===== src/hw/rtl/u2c_pkg.sv =====
package u2c_pkg;

  localparam int TABLE_ENTRIES = 64;
  localparam int CP_W          = 21;
  localparam int FIFO_DEPTH    = 4;
  localparam int FIFO_AW       = 2;
  localparam int FIFO_CW       = 3;

  // Result kinds carried on the master-side tuser.
  typedef enum logic [1:0] {
    KIND_CHAR   = 2'd0,
    KIND_OK     = 2'd1,
    KIND_REJECT = 2'd2
  } kind_t;

  typedef struct packed {
    logic [7:0] data;
    kind_t      kind;
  } beat_t;

  // Up to two result beats produced by one input byte, in output order.
  typedef struct packed {
    logic [1:0] cnt;
    beat_t      first;
    beat_t      second;
  } fifo_wr_t;

  localparam logic [7:0] QUESTION_MARK = 8'h3F;

  // Unicode code point of cp1251 byte 0x80 + idx.
  function automatic logic [15:0] rev_code(input logic [5:0] idx);
    logic [15:0] c;
    case (idx)
      6'd0:  c = 16'h0402;  6'd1:  c = 16'h0403;  6'd2:  c = 16'h201A;  6'd3:  c = 16'h0453;
      6'd4:  c = 16'h201E;  6'd5:  c = 16'h2026;  6'd6:  c = 16'h2020;  6'd7:  c = 16'h2021;
      6'd8:  c = 16'h20AC;  6'd9:  c = 16'h2030;  6'd10: c = 16'h0409;  6'd11: c = 16'h2039;
      6'd12: c = 16'h040A;  6'd13: c = 16'h040C;  6'd14: c = 16'h040B;  6'd15: c = 16'h040F;
      6'd16: c = 16'h0452;  6'd17: c = 16'h2018;  6'd18: c = 16'h2019;  6'd19: c = 16'h201C;
      6'd20: c = 16'h201D;  6'd21: c = 16'h2022;  6'd22: c = 16'h2013;  6'd23: c = 16'h2014;
      6'd24: c = 16'h0098;  6'd25: c = 16'h2122;  6'd26: c = 16'h0459;  6'd27: c = 16'h203A;
      6'd28: c = 16'h045A;  6'd29: c = 16'h045C;  6'd30: c = 16'h045B;  6'd31: c = 16'h045F;
      6'd32: c = 16'h00A0;  6'd33: c = 16'h040E;  6'd34: c = 16'h045E;  6'd35: c = 16'h0408;
      6'd36: c = 16'h00A4;  6'd37: c = 16'h0490;  6'd38: c = 16'h00A6;  6'd39: c = 16'h00A7;
      6'd40: c = 16'h0401;  6'd41: c = 16'h00A9;  6'd42: c = 16'h0404;  6'd43: c = 16'h00AB;
      6'd44: c = 16'h00AC;  6'd45: c = 16'h00AD;  6'd46: c = 16'h00AE;  6'd47: c = 16'h0407;
      6'd48: c = 16'h00B0;  6'd49: c = 16'h00B1;  6'd50: c = 16'h0406;  6'd51: c = 16'h0456;
      6'd52: c = 16'h0491;  6'd53: c = 16'h00B5;  6'd54: c = 16'h00B6;  6'd55: c = 16'h00B7;
      6'd56: c = 16'h0451;  6'd57: c = 16'h2116;  6'd58: c = 16'h0454;  6'd59: c = 16'h00BB;
      6'd60: c = 16'h0458;  6'd61: c = 16'h0405;  6'd62: c = 16'h0455;  6'd63: c = 16'h0457;
      default: c = 16'h0000;
    endcase
    return c;
  endfunction

  // Maps a finished code point to its cp1251 byte. Range rules only hold for
  // two-byte sequences; everything else goes through the parallel table match.
  function automatic logic [7:0] map_code(input logic [CP_W-1:0] cp, input logic [2:0] len);
    logic [7:0]      r;
    logic            hit;
    logic [CP_W-1:0] diff;
    r   = QUESTION_MARK;
    hit = 1'b0;
    for (int i = 0; i < TABLE_ENTRIES; i++) begin
      if (!hit && ({{(CP_W-16){1'b0}}, rev_code(6'(i))} == cp)) begin
        r   = 8'h80 | {2'b00, 6'(i)};
        hit = 1'b1;
      end
    end
    if (len == 3'd2) begin
      if (cp >= CP_W'(12'h410) && cp <= CP_W'(12'h44F)) begin
        diff = cp - CP_W'(12'h350);
        r    = diff[7:0];
      end else if (cp >= CP_W'(8'h80) && cp <= CP_W'(8'hFF)) begin
        r = cp[7:0];
      end else if (cp >= CP_W'(12'h402) && cp <= CP_W'(12'h403)) begin
        diff = cp - CP_W'(12'h382);
        r    = diff[7:0];
      end
    end
    return r;
  endfunction

endpackage


===== src/hw/rtl/u2c_decode.sv =====
module u2c_decode (
  input  logic              clk,
  input  logic              rst,
  input  logic              fire,
  input  logic [7:0]        in_byte,
  input  logic              end_of_string,
  output u2c_pkg::fifo_wr_t wr
);
  import u2c_pkg::*;

  logic [CP_W-1:0] acc, acc_next;
  logic [1:0]      need, need_next;
  logic [2:0]      seq_len, seq_len_next;
  logic            rejected, rejected_next;
  logic            char_valid;
  logic [7:0]      char_byte;
  logic            bad;
  logic [CP_W-1:0] acc_shift;
  beat_t           char_beat, end_beat;

  assign acc_shift = {acc[CP_W-7:0], in_byte[5:0]};

  always_comb begin
    acc_next      = acc;
    need_next     = need;
    seq_len_next  = seq_len;
    rejected_next = rejected;
    char_valid    = 1'b0;
    char_byte     = in_byte;
    if (!rejected) begin
      if (need != 2'd0) begin
        if (in_byte[7:6] == 2'b10) begin
          acc_next  = acc_shift;
          need_next = need - 2'd1;
          if (need == 2'd1) begin
            char_valid   = 1'b1;
            char_byte    = map_code(acc_shift, seq_len);
            acc_next     = '0;
            seq_len_next = '0;
          end
        end else begin
          rejected_next = 1'b1;
        end
      end else if (!in_byte[7]) begin
        char_valid = 1'b1;
      end else if (in_byte[7:5] == 3'b110) begin
        acc_next     = CP_W'(in_byte[4:0]);
        need_next    = 2'd1;
        seq_len_next = 3'd2;
      end else if (in_byte[7:4] == 4'b1110) begin
        acc_next     = CP_W'(in_byte[3:0]);
        need_next    = 2'd2;
        seq_len_next = 3'd3;
      end else if (in_byte[7:3] == 5'b11110) begin
        acc_next     = CP_W'(in_byte[2:0]);
        need_next    = 2'd3;
        seq_len_next = 3'd4;
      end
    end
    bad = rejected_next || (need_next != 2'd0);
    if (end_of_string) begin
      acc_next      = '0;
      need_next     = '0;
      seq_len_next  = '0;
      rejected_next = 1'b0;
    end
  end

  always_comb begin
    char_beat.data = char_byte;
    char_beat.kind = KIND_CHAR;
    end_beat.data  = 8'h00;
    end_beat.kind  = bad ? KIND_REJECT : KIND_OK;
    wr.cnt         = fire ? (2'(char_valid) + 2'(end_of_string)) : 2'd0;
    wr.first       = char_valid ? char_beat : end_beat;
    wr.second      = end_beat;
  end

  always_ff @(posedge clk) begin
    if (rst) begin
      acc      <= '0;
      need     <= '0;
      seq_len  <= '0;
      rejected <= 1'b0;
    end else if (fire) begin
      acc      <= acc_next;
      need     <= need_next;
      seq_len  <= seq_len_next;
      rejected <= rejected_next;
    end
  end

  // A rejected string yields no characters until its end mark.
  a_no_char_after_reject: assert property (@(posedge clk) disable iff (rst)
    (fire && rejected) |-> (wr.cnt == 2'(end_of_string)))
    else $error("character emitted after rejection");

  // A sequence in progress always still has fewer bytes to come than its length.
  a_len_matches_need: assert property (@(posedge clk) disable iff (rst)
    (need != 2'd0) |-> (3'(need) < seq_len))
    else $error("sequence length out of step with pending bytes");

endmodule


===== src/hw/rtl/u2c_fifo.sv =====
module u2c_fifo (
  input  logic              clk,
  input  logic              rst,
  input  u2c_pkg::fifo_wr_t wr,
  input  logic              pop,
  output u2c_pkg::beat_t    head,
  output logic              not_empty,
  output logic              room2
);
  import u2c_pkg::*;

  beat_t              mem [FIFO_DEPTH];
  logic [FIFO_AW-1:0] wr_ptr, rd_ptr;
  logic [FIFO_CW-1:0] count;
  logic               do_pop;

  assign not_empty = (count != '0);
  assign room2     = (count <= FIFO_CW'(FIFO_DEPTH - 2));
  assign head      = mem[rd_ptr];
  assign do_pop    = pop && not_empty;

  always_ff @(posedge clk) begin
    if (wr.cnt != 2'd0) begin
      mem[wr_ptr] <= wr.first;
    end
    if (wr.cnt == 2'd2) begin
      mem[FIFO_AW'(wr_ptr + FIFO_AW'(1))] <= wr.second;
    end
  end

  always_ff @(posedge clk) begin
    if (rst) begin
      wr_ptr <= '0;
      rd_ptr <= '0;
      count  <= '0;
    end else begin
      wr_ptr <= FIFO_AW'(wr_ptr + FIFO_AW'(wr.cnt));
      if (do_pop) begin
        rd_ptr <= FIFO_AW'(rd_ptr + FIFO_AW'(1));
      end
      count <= FIFO_CW'(count + FIFO_CW'(wr.cnt) - FIFO_CW'(do_pop));
    end
  end

  a_count_bound: assert property (@(posedge clk) disable iff (rst)
    count <= FIFO_CW'(FIFO_DEPTH))
    else $error("result queue count beyond depth");

  a_no_overflow: assert property (@(posedge clk) disable iff (rst)
    (wr.cnt != 2'd0) |-> room2)
    else $error("result queue written without room");

  a_write_count: assert property (@(posedge clk) disable iff (rst)
    wr.cnt != 2'd3)
    else $error("more than two results from one byte");

endmodule


===== src/hw/rtl/utf8_to_cp1251_decoder.sv =====
// Channel | Dir | tdata                 | tuser                  | tlast
// s_*     | in  | [7:0] in_byte         | -                      | end_of_string
// m_*     | out | [7:0] out_byte        | [1:0] kind             | -
//
// One input beat is taken every cycle while the result queue has room for two beats.
// A taken byte waits in the input register and is decoded out of it once the queue has
// room for two beats; its results are written into the queue, whose head drives m_*
// directly, and further beats follow at one per cycle while m_tready is high.
// A byte that both finishes a character and ends the string gives two result beats.
// rst is synchronous and clears the decoder state, the input register and the queue.
// When m_tready is low the four-entry queue fills and s_tready drops once it holds more
// than two beats and a byte is held; no beat is lost or repeated under any stall pattern.
module utf8_to_cp1251_decoder (
  input  logic       clk,
  input  logic       rst,
  input  logic       s_tvalid,
  output logic       s_tready,
  input  logic [7:0] s_tdata,   // [7:0] in_byte
  input  logic       s_tlast,   // end_of_string
  output logic       m_tvalid,
  input  logic       m_tready,
  output logic [7:0] m_tdata,   // [7:0] out_byte
  output logic [1:0] m_tuser    // [1:0] kind
);
  import u2c_pkg::*;

  // Input register: holds one accepted byte until the decoder takes it.
  logic       in_valid;
  logic [7:0] in_byte;
  logic       in_eos;
  logic       fire;
  logic       room2;
  fifo_wr_t   wr;
  beat_t      head;

  // The decoder consumes the held byte only when the queue can take both of
  // its possible results.
  assign fire     = in_valid && room2;
  assign s_tready = !in_valid || room2;

  always_ff @(posedge clk) begin
    if (rst) begin
      in_valid <= 1'b0;
    end else if (s_tready) begin
      in_valid <= s_tvalid;
    end
  end

  always_ff @(posedge clk) begin
    if (s_tready && s_tvalid) begin
      in_byte <= s_tdata;
      in_eos  <= s_tlast;
    end
  end

  // Sequence gathering, range rules and the reverse table lookup.
  u2c_decode u_decode (
    .clk           (clk),
    .rst           (rst),
    .fire          (fire),
    .in_byte       (in_byte),
    .end_of_string (in_eos),
    .wr            (wr)
  );

  // Result queue; its head drives the master side directly.
  u2c_fifo u_fifo (
    .clk       (clk),
    .rst       (rst),
    .wr        (wr),
    .pop       (m_tready),
    .head      (head),
    .not_empty (m_tvalid),
    .room2     (room2)
  );

  assign m_tdata = head.data;
  assign m_tuser = head.kind;

endmodule

===== config.mk =====
export PLATFORM = sky130hd
export DESIGN_NAME = utf8_to_cp1251_decoder
export DESIGN_NICKNAME = d
export VERILOG_FILES = /design/src/hw/rtl/u2c_pkg.sv /design/src/hw/rtl/u2c_decode.sv /design/src/hw/rtl/u2c_fifo.sv /design/src/hw/rtl/utf8_to_cp1251_decoder.sv
export SDC_FILE = /design/constraint.sdc
export NUM_CORES = 1
export LEC_CHECK = 0
export BUFFER_PORTS_ARGS = -buffer_cell sky130_fd_sc_hd__buf_4
export CAP_MARGIN = 15
export CORE_ASPECT_RATIO = 1.5
export CORE_MARGIN = 1.5
export CORE_UTILIZATION = 49
export CTS_CLUSTER_DIAMETER = 40
export DETAILED_ROUTE_END_ITERATION = 10
export PLACE_DENSITY = 0.66
export SYNTH_ARGS = -nofsm -noshare
export SYNTH_HDL_FRONTEND = slang
export SYNTH_SLANG_ARGS = --single-unit

===== constraint.sdc =====
create_clock -name clk -period 3.99 [get_ports clk]
set_clock_uncertainty 0.1 [all_clocks]
set_input_delay 0.1995 -clock clk [delete_from_list [all_inputs] [get_ports clk]]
set_output_delay 0.1995 -clock clk [all_outputs]
set_load 0.05 [all_outputs]

==> metrics.txt <==
status completed; maximum number of pins on one net before global-route repair 40; library cells used by synthesis 82; total of max-cap violations 0; critical-path cell with the highest stage delay sky130_fd_sc_hd__and4_1; worst-case hold slack 0.0112 ns; Row Count 49; Synth area leader sky130_fd_sc_hd__dfxtp_1; gpl congestion 1.06; pin slew with the least headroom to its limit 0.827 ns; detail-routed via count per cell 6.76; via count of the routed design 6423; Worst setup SP type flop; wire length reported by the detailed router 21300 um; Overall Global Routing Usage 34.2%; number of non-filler instances in the completed layout 950; share of the clock period used by the worst path after layout 94.0%; Cell Count Post-Placement 925; data arrival time of the worst path 3.91 ns; Worst Path Required 4.15 ns; final setup violation count 0; most instantiated cells after synthesis 85 x sky130_fd_sc_hd__nand2_1, 63 x sky130_fd_sc_hd__dfxtp_1, 59 x sky130_fd_sc_hd__a21oi_1, 56 x sky130_fd_sc_hd__nor2_1; ratio of cells with drive above 1 in the final layout 16.1%; number of cells traversed by the worst register-to-register path 11; global-route wire length before repair 33700 um; layout overhead on the synthesized area 16.3%; critical path capture point type flop; highest fanout seen on the critical path 11; floorplan die area 0.0128 mm^2; critical path's largest stage delay 0.61 ns; detailed-route wire length per cell 22.5 um; upper clock frequency limit 0.266 GHz; Fillers 1099; worst setup path class reg -> reg; number of flip-flops and latches in the synthesized netlist 80; cell types occupying the most area after synthesis sky130_fd_sc_hd__dfxtp_1 21%, sky130_fd_sc_hd__edfxtp_1 8.6%, sky130_fd_sc_hd__nand2_1 5.4%; total number of yosys warnings 0; height of the chip 138 um; share of async-settable or async-resettable flops after synthesis 0%; maximum vdd ir drop 0.202 mV; diodes inserted 0; worst relative slew slack 43.4%; cell count after synthesis 744; clock insertion delay at the later pin of the skew report 0.34 ns; dpl hpwl 16000 um; unrepaired setup endpoints after global routing no; average instance area after synthesis 7.96 um^2; Worst Hold Class in -> reg; final-report hold violation count 0; Post-route DRC 0; first drt pass iteration count 6; initial antenna violation count 0; worst-case register-to-register setup slack 0.24 ns; total global routing overflow 0; cell breakdown of the critical path inv_1 > ha_1 > nor4b_1 > and4_1 > a22oi_1 > o211ai_1 > a21oi_1 > nor4_1 > a32oi_1 > buf_4 > o21ai_0; initial drt markers 744; clock tree from TritonCTS built; pre-CTS setup slack 0.324 ns; I/O Buffers 24; leakage component of the power 2.47 nW; P per Cell Area 416 mW/mm^2; number of global-route vias before repair 6231; minimum period implied by the final worst setup slack 3.75 ns; CTS Buf Count 9; number of nets in the layout 822; most common cell in the netlist sky130_fd_sc_hd__nand2_1; core region area 0.0119 mm^2; part of the Yosys area used for sequential elements 29.9%; TNS Setup 0 ns; Root Buffer Master sky130_fd_sc_hd__clkbuf_16; remaining antenna violation count after routing 0; worst hold path startpoint s_tvalid; number of top-level pins 25; worst min-delay path endpoint in_valid; capture instance of the worst register-to-register path u_fifo.mem[0][2]; H-tree level count 3; PnR worst setup slack 0.238 ns; buffering stage count on the worst path with inverters included 2; Post-synth top flop sky130_fd_sc_hd__dfxtp_1; Crit path max-delay family simple AND/OR/NAND/NOR gates; number of nets in the synthesized netlist 774; worst hold path stage count 3; width of the die 92.8 um; top-area cell type share of the netlist area 21.3%; number of enable-type register cells in the synthesized netlist 17; number of buffers between clock root and the deepest sink 2; max-slew violations 0; Cell Area, Synth 0.00592 mm^2; post-CTS clock slew at the launch and capture registers of the worst setup and hold paths 0.07 ns; Final Power 2.87 mW; number of sinks handled by clock tree synthesis 80; worst reg2reg path startpoint in_byte[4]; initial core utilization 49.8%
-- power breakdown --
group          total [mW]  switching [mW]  internal (mW)
clock network       0.817           0.353          0.464
logic               0.984           0.606          0.379
registers            1.07           0.116          0.950
-- layout by cell type (no fill, tap or decap), types with 6 or more instances in the layout --
master,count
sky130_fd_sc_hd__nor2_1,56
sky130_fd_sc_hd__a21oi_1,59
sky130_fd_sc_hd__nand3_1,36
sky130_fd_sc_hd__or3_1,9
sky130_fd_sc_hd__and3_1,10
sky130_fd_sc_hd__nand2b_1,11
sky130_fd_sc_hd__or2_2,8
sky130_fd_sc_hd__inv_1,22
sky130_fd_sc_hd__nand2_1,85
sky130_fd_sc_hd__nor3_1,24
sky130_fd_sc_hd__nor4b_1,7
sky130_fd_sc_hd__buf_4,75
sky130_fd_sc_hd__o41ai_1,6
sky130_fd_sc_hd__o21ai_0,36
sky130_fd_sc_hd__clkbuf_16,10
sky130_fd_sc_hd__a31oi_1,10
sky130_fd_sc_hd__o22ai_1,6
sky130_fd_sc_hd__a211oi_1,9
sky130_fd_sc_hd__mux4_2,10
sky130_fd_sc_hd__nor4_1,16
sky130_fd_sc_hd__mux2i_1,6
sky130_fd_sc_hd__ha_1,16
sky130_fd_sc_hd__nor2b_1,7
sky130_fd_sc_hd__o21ai_1,9
sky130_fd_sc_hd__nor3b_1,6
sky130_fd_sc_hd__or4_1,6
sky130_fd_sc_hd__and4_1,7
sky130_fd_sc_hd__dfxtp_1,63
sky130_fd_sc_hd__xnor2_1,8
sky130_fd_sc_hd__and2_1,7
sky130_fd_sc_hd__edfxtp_1,17
sky130_fd_sc_hd__o211ai_1,7
sky130_fd_sc_hd__nand4_1,23
sky130_fd_sc_hd__a22o_1,6
sky130_fd_sc_hd__dlygate4sd3_1,9
-- worst register-to-register path, stage by stage, from the launching register on --
cell and delay, ns:
sky130_fd_sc_hd__edfxtp_1 0.39, sky130_fd_sc_hd__inv_1 0.23, sky130_fd_sc_hd__ha_1 0.27, sky130_fd_sc_hd__nor4b_1 0.36
sky130_fd_sc_hd__and4_1 0.61, sky130_fd_sc_hd__a22oi_1 0.21, sky130_fd_sc_hd__o211ai_1 0.22, sky130_fd_sc_hd__a21oi_1 0.11
sky130_fd_sc_hd__nor4_1 0.59, sky130_fd_sc_hd__a32oi_1 0.23, sky130_fd_sc_hd__buf_4 0.20, sky130_fd_sc_hd__o21ai_0 0.15
-- worst max-delay path by stage --
stage | start | to | slack (ns) | depth (start not counted)
CTS | u_decode.acc[3] | u_fifo.mem[3][2] | 0.30 | 9
floorplan | in_byte[5] | u_fifo.mem[1][4] | 0.43 | 11
global route | u_decode.need[0] | u_fifo.mem[1][0] | 0.06 | 11
finish | in_byte[4] | u_fifo.mem[0][2] | 0.24 | 11
global placement | u_decode.acc[3] | u_fifo.mem[2][2] | 0.43 | 9
detailed placement | u_decode.acc[3] | u_fifo.mem[0][2] | 0.32 | 9
-- what timing repair did --
action	CTS	global route
endpoints found under the setup margin	0	0
hold endpoints to repair	9	0
buffers inserted	0	0
gates resized for setup	0	0
hold buffers	9	0
-- per-stage QoR --
| step | area (um^2) | utilization [%] |
|---|---|---|
| finish | 6890 | 57.9 |
| global route | 6890 | 57.9 |
| CTS | 6890 | 57.9 |
| detailed placement | 6510 | 54.7 |
| global placement | 6510 | 54.7 |
| floorplan | 5920 | - |
-- registers in the layout, summed over array words and instances, names as in the netlist, named ones only --
signal and count:
u_fifo.count 3, u_decode.acc 15, u_decode.rejected 1, u_decode.need 2, in_byte 8, in_valid 1, in_eos 1, u_fifo.mem 40
u_decode.seq_len 3, u_fifo.wr_ptr 2, u_fifo.rd_ptr 2
-- area by class of cell --
cell class                 count  area (um^2)  share of cell area [%]
clock buffer                  11          254                    3.69
clock inverter                 5         37.5                   0.545
inverter                      23         86.3                    1.25
multi-input combinational    592         3860                    56.0
sequential                    80         1770                    25.7
tap                          153          191                    2.78
timing repair buffer          86          693                    10.1
-- cell families (layout without fill, tap and decap cells) --
group                    after synthesis  in the layout  synth area share, %
AO/OA/AOI/OAI                        204            204                 22.7
XOR/XNOR                              10             10                 1.48
flip-flops                            80             80                 29.9
buffers and inverters                 72            125                 4.96
multiplexers                          17             17                 5.01
adder cells (fa/ha/maj)               17             17                 3.72
AND/OR/NAND/NOR                      344            344                 32.2
-- routing by layer --
layer | vias up | global-route usage, % | share of wire, %
met4 | 0 | 20.5 | 5.9
met3 | 96 | 4.03 | 7.1
li1 | 2941 | - | -
met2 | 373 | 60.7 | 51
met5 | - | 0 | 0
met1 | 3013 | 38.9 | 36
Note: power is estimated with default switching activity, not from simulation.
